[src/graham_scan_convex_hull_core_macros.svh]
// Assertion macros shared by the convex hull core.
// Each macro expands to one labelled concurrent assertion on i_clk / i_rst_n.
`ifndef GRAHAM_SCAN_CONVEX_HULL_CORE_MACROS_SVH
`define GRAHAM_SCAN_CONVEX_HULL_CORE_MACROS_SVH

// Property that must hold at every edge outside reset.
`define GHULL_AST(lbl, prop, msg) \
    lbl: assert property (@(posedge i_clk) disable iff (!i_rst_n) prop) else $error(msg);

// Condition in one cycle implies a consequence in the next.
`define GHULL_AST_NXT(lbl, ante, cons, msg) \
    lbl: assert property (@(posedge i_clk) disable iff (!i_rst_n) (ante) |=> (cons)) \
        else $error(msg);

`endif

[src/ghull_pkg.sv]
// Shared types and constants for the convex hull core.
// No dependencies.
`timescale 1ns / 1ps

package ghull_pkg;

    localparam int MAX_POINTS_DEF = 64;
    localparam int COORD_BITS_DEF = 16;
    localparam int FIELD_BITS     = 16;

    typedef enum logic [4:0] {
        S_LOAD, S_PIV_RD, S_PIV_UPD,
        S_SRT_INIT, S_SRT_NEXT, S_SRT_LDB, S_SRT_CHK, S_SRT_ORD, S_SRT_LDC, S_SRT_CMP,
        S_SCN_NEXT, S_SCN_ORD, S_SCN_LDC, S_SCN_CHK, S_SCN_S2, S_SCN_LDA, S_SCN_LDB,
        S_SCN_CMP,
        S_EMT_RD, S_EMT_PT, S_EMT_OUT
    } t_state;

    typedef enum logic [2:0] {
        PH_IDLE, PH_DIFF, PH_CROSS, PH_SQB, PH_SQC, PH_DIST, PH_DONE
    } t_cmp_ph;

    // point memory read address source
    typedef enum logic [1:0] {PT_IDX, PT_ORD, PT_STK} t_pt_sel;

    // order memory write data source
    typedef enum logic [1:0] {OW_IDX, OW_ORD, OW_PIV} t_ow_sel;

    typedef struct packed {
        logic    pt_we;
        logic    pt_re;
        t_pt_sel pt_sel;
        logic    piv_upd;
        logic    piv_init;
        logic    ord_we;
        t_ow_sel ow_sel;
        logic    ord_re;
        logic    stk_we;
        logic    stk_re;
        logic    ld_a;
        logic    ld_a_piv;
        logic    ld_b;
        logic    ld_c;
        logic    cmp_start;
        logic    out_ld;
        logic    out_last;
        logic    out_drop;
    } t_dp_cmd;

    typedef struct packed {
        logic piv_hit;
        logic cmp_done;
        logic ahead;
        logic turn_neg;
        logic out_free;
    } t_dp_sts;

endpackage

[src/ghull_ctrl.sv]
// Controller: sequences loading, pivot search, insertion sort, stack scan and emit.
// Uses ghull_pkg and the assertion macros header.
`timescale 1ns / 1ps
`include "graham_scan_convex_hull_core_macros.svh"

module ghull_ctrl #(
    parameter int MAX_POINTS = 64
) (
    input  logic                          i_clk,
    input  logic                          i_rst_n,
    input  logic                          i_in_valid,
    input  logic                          i_in_last,
    output logic                          o_in_ready,
    input  ghull_pkg::t_dp_sts            i_sts,
    output ghull_pkg::t_dp_cmd            o_cmd,
    output logic [$clog2(MAX_POINTS)-1:0] o_idx,
    output logic [$clog2(MAX_POINTS)-1:0] o_pt_waddr,
    output logic [$clog2(MAX_POINTS)-1:0] o_ord_raddr,
    output logic [$clog2(MAX_POINTS)-1:0] o_ord_waddr,
    output logic [$clog2(MAX_POINTS)-1:0] o_stk_raddr,
    output logic [$clog2(MAX_POINTS)-1:0] o_stk_waddr
);
    import ghull_pkg::*;

    localparam int AW = $clog2(MAX_POINTS);
    localparam int CW = $clog2(MAX_POINTS + 1);
    localparam logic [CW-1:0] FULL = CW'(MAX_POINTS);
    localparam logic [CW-1:0] ONE  = CW'(1);
    localparam logic [CW-1:0] TWO  = CW'(2);

    t_state        r_state, n_state;
    logic [CW-1:0] r_cnt, n_cnt;
    logic          r_ovf, n_ovf;
    logic [CW-1:0] r_i, n_i, r_k, n_k, r_pos, n_pos, r_sp, n_sp;
    logic [CW-1:0] w_pos_m1, w_sp_m1, w_sp_m2;

    assign w_pos_m1 = r_pos - ONE;
    assign w_sp_m1  = r_sp - ONE;
    assign w_sp_m2  = r_sp - TWO;

    always_ff @(posedge i_clk) begin
        if (!i_rst_n) begin
            r_state <= S_LOAD;
            r_cnt   <= '0;
            r_ovf   <= 1'b0;
            r_i     <= '0;
            r_k     <= '0;
            r_pos   <= '0;
            r_sp    <= '0;
        end else begin
            r_state <= n_state;
            r_cnt   <= n_cnt;
            r_ovf   <= n_ovf;
            r_i     <= n_i;
            r_k     <= n_k;
            r_pos   <= n_pos;
            r_sp    <= n_sp;
        end
    end

    always_comb begin
        n_state    = r_state;
        n_cnt      = r_cnt;
        n_ovf      = r_ovf;
        n_i        = r_i;
        n_k        = r_k;
        n_pos      = r_pos;
        n_sp       = r_sp;
        o_cmd      = '0;
        o_in_ready = 1'b0;

        o_idx       = r_i[AW-1:0];
        o_pt_waddr  = r_cnt[AW-1:0];
        o_ord_raddr = (r_state == S_SRT_CHK) ? w_pos_m1[AW-1:0] : r_i[AW-1:0];
        o_ord_waddr = (r_state == S_SRT_INIT) ? '0 : r_pos[AW-1:0];
        o_stk_waddr = r_sp[AW-1:0];
        if (r_state == S_SCN_CHK) begin
            o_stk_raddr = w_sp_m2[AW-1:0];
        end else if (r_state == S_SCN_S2) begin
            o_stk_raddr = w_sp_m1[AW-1:0];
        end else begin
            o_stk_raddr = r_k[AW-1:0];
        end

        unique case (r_state)
            S_LOAD: begin
                o_in_ready = 1'b1;
                if (i_in_valid) begin
                    // store while room is left, otherwise drop and flag
                    if (r_cnt < FULL) begin
                        o_cmd.pt_we = 1'b1;
                        n_cnt       = r_cnt + ONE;
                    end else begin
                        n_ovf = 1'b1;
                    end
                    if (i_in_last) begin
                        n_i     = '0;
                        n_state = S_PIV_RD;
                    end
                end
            end
            S_PIV_RD: begin
                o_cmd.pt_re  = 1'b1;
                o_cmd.pt_sel = PT_IDX;
                n_state      = S_PIV_UPD;
            end
            S_PIV_UPD: begin
                o_cmd.piv_upd  = 1'b1;
                o_cmd.piv_init = (r_i == '0);
                if (r_i + ONE == r_cnt) begin
                    n_state = S_SRT_INIT;
                end else begin
                    n_i     = r_i + ONE;
                    n_state = S_PIV_RD;
                end
            end
            S_SRT_INIT: begin
                o_cmd.ord_we = 1'b1;
                o_cmd.ow_sel = OW_PIV;
                n_i          = '0;
                n_k          = ONE;
                n_state      = S_SRT_NEXT;
            end
            S_SRT_NEXT: begin
                if (r_i == r_cnt) begin
                    n_i     = '0;
                    n_sp    = '0;
                    n_state = S_SCN_NEXT;
                end else if (i_sts.piv_hit) begin
                    n_i = r_i + ONE;
                end else begin
                    o_cmd.pt_re  = 1'b1;
                    o_cmd.pt_sel = PT_IDX;
                    n_state      = S_SRT_LDB;
                end
            end
            S_SRT_LDB: begin
                o_cmd.ld_b     = 1'b1;
                o_cmd.ld_a_piv = 1'b1;
                n_pos          = r_k;
                n_state        = S_SRT_CHK;
            end
            S_SRT_CHK: begin
                if (r_pos > ONE) begin
                    o_cmd.ord_re = 1'b1;
                    n_state      = S_SRT_ORD;
                end else begin
                    o_cmd.ord_we = 1'b1;
                    o_cmd.ow_sel = OW_IDX;
                    n_k          = r_k + ONE;
                    n_i          = r_i + ONE;
                    n_state      = S_SRT_NEXT;
                end
            end
            S_SRT_ORD: begin
                o_cmd.pt_re  = 1'b1;
                o_cmd.pt_sel = PT_ORD;
                n_state      = S_SRT_LDC;
            end
            S_SRT_LDC: begin
                o_cmd.ld_c      = 1'b1;
                o_cmd.cmp_start = 1'b1;
                n_state         = S_SRT_CMP;
            end
            S_SRT_CMP: begin
                if (i_sts.cmp_done) begin
                    o_cmd.ord_we = 1'b1;
                    if (i_sts.ahead) begin
                        // shift the later entry up one place
                        o_cmd.ow_sel = OW_ORD;
                        n_pos        = w_pos_m1;
                        n_state      = S_SRT_CHK;
                    end else begin
                        o_cmd.ow_sel = OW_IDX;
                        n_k          = r_k + ONE;
                        n_i          = r_i + ONE;
                        n_state      = S_SRT_NEXT;
                    end
                end
            end
            S_SCN_NEXT: begin
                if (r_i == r_cnt) begin
                    n_k     = '0;
                    n_state = S_EMT_RD;
                end else begin
                    o_cmd.ord_re = 1'b1;
                    n_state      = S_SCN_ORD;
                end
            end
            S_SCN_ORD: begin
                o_cmd.pt_re  = 1'b1;
                o_cmd.pt_sel = PT_ORD;
                n_state      = S_SCN_LDC;
            end
            S_SCN_LDC: begin
                o_cmd.ld_c = 1'b1;
                n_state    = S_SCN_CHK;
            end
            S_SCN_CHK: begin
                if (r_sp >= TWO) begin
                    o_cmd.stk_re = 1'b1;
                    n_state      = S_SCN_S2;
                end else begin
                    o_cmd.stk_we = 1'b1;
                    n_sp         = r_sp + ONE;
                    n_i          = r_i + ONE;
                    n_state      = S_SCN_NEXT;
                end
            end
            S_SCN_S2: begin
                o_cmd.pt_re  = 1'b1;
                o_cmd.pt_sel = PT_STK;
                o_cmd.stk_re = 1'b1;
                n_state      = S_SCN_LDA;
            end
            S_SCN_LDA: begin
                o_cmd.ld_a   = 1'b1;
                o_cmd.pt_re  = 1'b1;
                o_cmd.pt_sel = PT_STK;
                n_state      = S_SCN_LDB;
            end
            S_SCN_LDB: begin
                o_cmd.ld_b      = 1'b1;
                o_cmd.cmp_start = 1'b1;
                n_state         = S_SCN_CMP;
            end
            S_SCN_CMP: begin
                if (i_sts.cmp_done) begin
                    if (i_sts.turn_neg) begin
                        // strict clockwise turn: pop and test again
                        n_sp    = w_sp_m1;
                        n_state = S_SCN_CHK;
                    end else begin
                        o_cmd.stk_we = 1'b1;
                        n_sp         = r_sp + ONE;
                        n_i          = r_i + ONE;
                        n_state      = S_SCN_NEXT;
                    end
                end
            end
            S_EMT_RD: begin
                if (r_k == r_sp) begin
                    n_cnt   = '0;
                    n_ovf   = 1'b0;
                    n_sp    = '0;
                    n_state = S_LOAD;
                end else begin
                    o_cmd.stk_re = 1'b1;
                    n_state      = S_EMT_PT;
                end
            end
            S_EMT_PT: begin
                o_cmd.pt_re  = 1'b1;
                o_cmd.pt_sel = PT_STK;
                n_state      = S_EMT_OUT;
            end
            S_EMT_OUT: begin
                // hold the vertex until the output register can take it
                if (i_sts.out_free) begin
                    o_cmd.out_ld   = 1'b1;
                    o_cmd.out_last = (r_k + ONE == r_sp);
                    o_cmd.out_drop = r_ovf;
                    n_k            = r_k + ONE;
                    n_state        = S_EMT_RD;
                end
            end
            default: n_state = S_LOAD;
        endcase
    end

    `GHULL_AST(a_sp_le_cnt, (r_sp <= r_cnt), "hull stack deeper than point count")
    `GHULL_AST(a_sort_pos, (r_state == S_SRT_CMP) |-> (r_pos >= TWO), "sort compare at bottom")
    `GHULL_AST_NXT(a_ovf_set, (r_state == S_LOAD && i_in_valid && r_cnt == FULL), (r_ovf), "overflow not flagged")

endmodule

[config.mk]
export PLATFORM = sky130hd
export DESIGN_NAME = ghull_ctrl
export DESIGN_NICKNAME = d
export VERILOG_FILES = /design/src/ghull_pkg.sv /design/src/ghull_ctrl.sv
export VERILOG_INCLUDE_DIRS = /design/src /design/src/src
export SDC_FILE = /design/constraint.sdc
export NUM_CORES = 1
export LEC_CHECK = 0
export ABC_AREA = 1
export BUFFER_PORTS_ARGS = -buffer_cell sky130_fd_sc_hd__buf_4
export CAP_MARGIN = 10
export CORE_ASPECT_RATIO = 1.4
export CORE_MARGIN = 5
export CORE_UTILIZATION = 38
export CTS_CLUSTER_SIZE = 14
export DETAILED_ROUTE_END_ITERATION = 12
export PLACE_DENSITY = 0.64
export REMOVE_ABC_BUFFERS = 1
export SLEW_MARGIN = 20
export SYNTH_ARGS = -nofsm -noshare
export SYNTH_HDL_FRONTEND = slang
export SYNTH_SLANG_ARGS = --single-unit
[constraint.sdc]
create_clock -name i_clk -period 2.3 [get_ports i_clk]
set_clock_uncertainty 0.05 [all_clocks]
set_input_delay 0.115 -clock i_clk [delete_from_list [all_inputs] [get_ports i_clk]]
set_output_delay 0.115 -clock i_clk [all_outputs]
set_load 0.01 [all_outputs]
==> results of run 1 <==
==> how the worst min path moves through the flow <==
stage	slack, ps	from	depth (start not counted)	endpoint
global route	90	i_in_valid	3	r_ovf
CTS	70	i_in_valid	3	r_ovf
global placement	360	i_in_valid	3	r_ovf
detailed placement	370	i_in_valid	3	r_ovf
finish	70	i_in_valid	3	r_ovf
floorplan	190	i_rst_n	2	r_k[4]
==> per-layer routing <==
layer / global-route usage / routed length, µm / part of all wire
met2: 0.3616 / 6272 / 0.50
met1: 0.2424 / 5009 / 0.40
met3: 0.03345 / 868 / 0.069
met5: 0 / 0 / 0
met4: 0.08626 / 428 / 0.034
==> cell type report <==
| type | count | area [µm²] |
|---|---|---|
| multi-input cells | 493 | 2547 |
| flip-flops and latches | 41 | 827.0 |
| fillers | 1089 | 5416 |
| repair buffers | 77 | 578.1 |
| well taps | 135 | 168.9 |
| inverters | 85 | 326.6 |
| clock buffers | 5 | 125.1 |
| clock inverters | 3 | 17.52 |
==> flip-flops by register name, indices dropped and copies added, names as in the netlist <==
| register | cells |
|---|---|
| r_ovf | 1 |
| r_k | 7 |
| r_cnt | 7 |
| r_state | 5 |
| r_sp | 7 |
| r_i | 7 |
| r_pos | 7 |
==> synth_stat cells, types with 10 or more instances <==
master	count	area [µm²]
inv_2	18	67.56
buf_4	21	157.7
nand2_1	158	593.1
ha_1	12	150.1
a21oi_1	32	160.2
inv_1	65	244.0
o21ai_1	10	50.05
nand3_1	49	245.2
nor2_1	89	334.1
xnor2_1	10	87.58
dfxtp_1	41	820.8
xor2_1	22	192.7
nor3_1	15	75.07
o21ai_0	31	155.2
==> cell families (layout without fill, tap and decap cells) <==
| group | after synthesis | after routing |
|---|---|---|
| adders and majority gates | 12 | 12 |
| buffers and inverters | 117 | 170 |
| and+or+nand+nor | 355 | 355 |
| AOI/OAI and AO/OA | 94 | 94 |
| xor gates and xnor gates | 32 | 32 |
| DFF | 41 | 41 |
==> where the power goes <==
| part | switching [W] | internal, W | total, W |
|---|---|---|---|
| combinational | 0.000650 | 0.000398 | 0.00105 |
| sequential | 0.0000926 | 0.000769 | 0.000862 |
| clock | 0.000299 | 0.000398 | 0.000697 |
| total | 0.00104 | 0.00157 | 0.00261 |
==> per-stage QoR <==
step	total power [W]	setup WS (ps)	cell area [µm²]
2_1_floorplan	0.001531	387.4	3690
3_3_place_gp	0.001904	111.9	4437
3_5_place_dp	0.001908	115.0	4437
4_1_cts	0.002608	88.97	4579
5_1_grt	0.002786	0.8933	4591
6_report	0.002607	143.2	4591
==> placed cells by master (no fill, tap or decap), drive strengths merged, types with 3 or more instances in the layout <==
cell,n
nand2,163
nor2,106
inv,85
buf,77
nand3,53
o21ai,43
dfxtp,41
a21oi,32
xor2,22
nor3,17
ha,12
xnor2,10
nand4,9
o211ai,7
clkbuf,5
a31oi,4
o22ai,3
==> worst max-delay path, stage by stage, from the launching register on <==
cell and delay, ps:
dfxtp_1 490, ha_1 280, nand3_1 120, nor2_1 130
nand2_1 110, xor2_1 150, nand4_1 110, nor3_1 160
buf_4 150
==> what timing repair did <==
| action | in CTS | in global routing |
|---|---|---|
| buffers inserted | 0 | 0 |
| resized for setup | 0 | 7 |
| endpoints found under the setup margin | 0 | 11 |
==> impl_results.md, run 1 <==
- Crit path to: o_cmd[1]
- Total Wirelength: 12580 µm
- Gpl congestion: 1.065
- Vias per cell: 5.192
- DP HPWL: 10090 µm
- Number of port buffers: 65
- Post-Synth Simple-Gate Area: 0.4077
- End-of-flow core utilization: 0.4587
- Worst Path Max Fanout: 6
- Peak VDD IR: 0.0002687 V
- EDFF count, synth: 0
- DR WL/cell: 14.99 µm
- Rel. slew slack: 0.6406
- Max-cap violations: 0
- Register bit total from synthesis: 41
- Mapped Area: 3910 µm²
- Final period utilization: 0.9377
- Yosys warning total: 0
- Mapped Cells: 651
- Synth Area in Compound Gates: 0.1325
- Site Rows: 43
- Die Y: 130.0 µm
- Adder-Cell Fraction of Synth Area: 0.03840
- Post-CTS Hold Buffers: 0
- Syn avg cell area: 6.006 µm²
- Asr flop ratio synth: 0
- Ys flop type: dfxtp_1
- Reg2Reg Depth: 10
- CTS sink cnt: 41
- Max Slew Vio Count: 0
- Initial DRT Pass Iterations: 5
- Clock-pin slew on the worst setup and hold paths: 60 ps
- Setup CP Type: reg -> out
- CTS Buffer Depth: 2
- CTS Buf Count: 5
- ANT nets after route: 0
- Wire length of the first global-routing pass: 20200 µm
- TritonCTS clock tree: yes
- Main combinational cell family by area after synthesis: simple AND/OR/NAND/NOR gates
- Crit path DAT: 1990 ps
- Final setup vio count: 0
- H-tree level count: 2
- Crit path from: r_k[1]
- Startpoint types: register
- CTS root buf: clkbuf_16
- Final Hold Fails: 0
- Setup TNS: 0 ps
- Largest net degree at the start of global routing: 26
- Area delta synth->final: 17.41%
- Initial antenna violation count: 0
- CP required: 2130 ps
- Setup slack, reg-to-reg: 230 ps
- Mux contribution to synthesized area: 0
- Total die area: 12450 µm²
- Leakage: 2.364 nW
- Reg2reg start: r_state[0]
- Status: complete, no violations
- Cell area power density: 567.9 nW/µm²
- Xor/xnor share of the synthesized area: 0.07168
- Starting density of the core: 0.3907
- Chip width: 95.73 µm
- Max Fclk: 0.4637 GHz
- Vias: 4356
- GRT overflow: 0
- Vias in the first global route: 4230
- Cell total after placement: 831
- Unique masters post-synth: 40
- DRT iter0 DRCs: 254
- Core area: 10010 µm²
- Worst setup EP type: output port
- Post-synthesis sequential area ratio: 0.2099
- Worst reg2reg path endpoint: r_pos[5]
- Nets@finish: 724
- Share of cells above drive strength 1: 0.2017
- Boundary pin count: 66
- Slew @ Worst Pin: 538.5 ps
- RSZ-0062 raised after global routing: no
- Hold Path Class: in -> reg
- Ant diodes: 0
- Hold slack: 70.78 ps
- Worst-Skew Late Latency: 290 ps
- Tmin final: 2157 ps
- GRT Total Usage: 0.2050
- Final std cells w/o fill: 839
- DRC Markers: 0
Note: power is estimated with default switching activity, not from simulation.
==> run 2: changes to the inputs <==
==> constraint.sdc (replaced) <==
create_clock -name i_clk -period 2.1 [get_ports i_clk]
set_clock_uncertainty 0.05 [all_clocks]
set_input_delay 0.105 -clock i_clk [delete_from_list [all_inputs] [get_ports i_clk]]
set_output_delay 0.105 -clock i_clk [all_outputs]
set_load 0.01 [all_outputs]
==> impl_results.md, run 2 (synthesis gave the netlist of run 1 again) <==
- Status: complete, no violations
- CP required: 1950 ps (-180 ps)
- Site Rows: 43 (unchanged)
- Comb pwr share: 0.422 (+0.020)
- Final std cells w/o fill: 860 (+2.5%)
- Crit path DAT: 1860 ps (-130 ps)
- RSZ-0062 raised after global routing: no
- Commonest cells after routing, fill and taps aside: 152 x nand2_1, 98 x buf_4, 87 x nor2_1, 63 x inv_1, 48 x nand3_1
- Clock network power share: 0.265 (-0.002)
- Vias: 4456 (+2.3%)
- Setup TNS: 0 ps (unchanged)
- Share of cells above drive strength 1: 0.2524 (+0.05071)
- Chip width: 95.73 µm (unchanged)
- Die Y: 130.0 µm (unchanged)
- Crit-path slowest cell: dfxtp_1
- Ant diodes: 0 (unchanged)
- Vias in the first global route: 4252 (+0.52%)
- CTS root buf: clkbuf_16
- Met2 WL: 6462 µm (+3.0%)
- Tmin final: 2013 ps
- DRT iter0 DRCs: 195 (-23%)
- Wl on met1: 5221 µm (+4.2%)
- Sw frac: 0.4007 (+0.001170)
- CTS Buffer Depth: 2 (unchanged)
- Rel. slew slack: 0.6630 (+0.02243)
- Slowest stage delay, CP: 410 ps (-80 ps)
- Sum of buffers and inverters on the critical path: 2 (+1)
- H-tree level count: 2 (unchanged)
- Worst setup EP type: output port
- Worst Path Max Fanout: 5 (-1)
- Total die area: 12450 µm² (unchanged)
- Final worst slack: 87.14 ps (-56.07 ps)
- GRT Total Usage: 0.2079 (+0.002947)
- Final Hold Fails: 0 (unchanged)
- Final period utilization: 0.9585
- CTS sink cnt: 41 (unchanged)
- GRT overflow: 0 (unchanged)
- CP delay by family, top: flip-flops
- Crit-path cells: inv_1, ha_1, nand2_1, xor2_1, nand2_1, o211ai_1, nand2_1, buf_4
- Initial DRT Pass Iterations: 5 (unchanged)
- ANT nets after route: 0 (unchanged)
- P_int: 0.001785 W (+14%)
- Clock-pin slew on the worst setup and hold paths: 60 ps (about the same)
- Wire length of the first global-routing pass: 20360 µm (+0.82%)
- Net load switching power: 0.001194 W (+15%)
- Max-cap violations: 0 (unchanged)
- End-of-flow core utilization: 0.4820 (+0.02326)
- Initial antenna violation count: 0 (unchanged)
- Starting density of the core: 0.3907 (unchanged)
- DRC Markers: 0 (unchanged)
- Max Fclk: 0.4968 GHz
- Total Wirelength: 12780 µm (+1.6%)
- Vias per cell: 5.181 (-0.20%)
- Setup CP Type: reg -> out
- Final setup vio count: 0 (unchanged)
- Cell total after placement: 851 (+2.4%)
- CTS Buf Count: 5 (unchanged)
- Largest net degree at the start of global routing: 26 (unchanged)
- Uppermost routed layer: met4
- Gpl congestion: 0.9803 (-7.9%)
- Area delta synth->final: 23.36%
- Boundary pin count: 66 (unchanged)
- Core area: 10010 µm² (unchanged)
- Max Slew Vio Count: 0 (unchanged)
- Cell area power density: 617.5 nW/µm² (+8.7%)
- Number of port buffers: 65 (unchanged)
- Dpl ws: 75.82 ps (-39.21 ps)
- Crit-path most repeated cell: nand2_1
- Slew @ Worst Pin: 504.9 ps (-33.60 ps)
- DR WL met3: 765 µm (-12%)
- Startpoint types: register
- Most common cell after layout, fill and taps aside: nand2_1
- Worst-Skew Late Latency: 300 ps (about the same)
- Leakage: 2.472 nW (+4.6%)
- Nets@finish: 745 (+2.9%)
- Peak VDD IR: 0.0003336 V (+24%)
- DR WL/cell: 14.86 µm (-0.91%)
- Hold Path Class: in -> reg
- Register share of total power: 0.313 (-0.018)
- DP HPWL: 10320 µm (+2.3%)
- TritonCTS clock tree: yes
- Total power: 0.002979 W (+14%)
-- run 2: cell types whose count changed in the layout (fill, tap and decap cells not counted), moves of 4 or more --
cell,previous run,this run
dfxtp_1,36,31
buf_4,77,98
nand2_1,158,152
dfxtp_2,5,9
nand2_2,5,11
-- run 2: final timing paths --
path / from / to / slack (ps) / depth (start not counted)
setup / recovery: r_sp[0] / o_stk_raddr[4] / 90 / 8
hold / removal: i_in_valid / r_ovf / 60 / 3
setup reg to reg: r_i[0] / r_i[1] / 140 / 13
hold reg to reg: r_ovf / r_ovf / 400 / 2
-- run 2: metal layers --
metal  up-vias  global-route usage
met3        26             0.02999
met2       171              0.3690
li1       2227                   -
met4         0             0.07370
met1      2032              0.2524
met5         -                   0
-- run 2: stage by stage --
stage | hold slack [ps] | area [µm²]
finish | 63.04 | 4823
global route | 92.96 | 4823
CTS | 61.98 | 4738
detailed placement | 368.8 | 4587
global placement | 354.2 | 4587
floorplan | 175.6 | 3690
-- run 2: timing repair --
item                       4_1_cts  5_1_grt
pin swaps                        0        1
setup endpoints to repair        2       35
hold buffers                     0        0
gates resized for setup          2       29
setup buffers                    0        1
-- run 2: power groups by stage --
stage	sequential (W)	combinational (W)	clock, W
after floorplan	0.000967	0.000710	0
after global placement	0.000944	0.00120	0
after detailed placement	0.000946	0.00121	0
after CTS	0.000928	0.00122	0.000802
after global routing	0.000942	0.00141	0.000835
final	0.000932	0.00126	0.000790
-- run 2: tightest hold or removal path, stage by stage --
cell,delay (ps)
buf_4,120
nand3_1,70
a21oi_1,60
-- run 2: area by class of cell --
type,instances,area [µm²]
clock buffer,5,125.1
clock inverter,3,21.27
tap,135,168.9
sequential,41,835.8
timing repair buffer,98,735.7
inverter,85,326.6
fill,1124,5184
multi-input combinational,493,2610
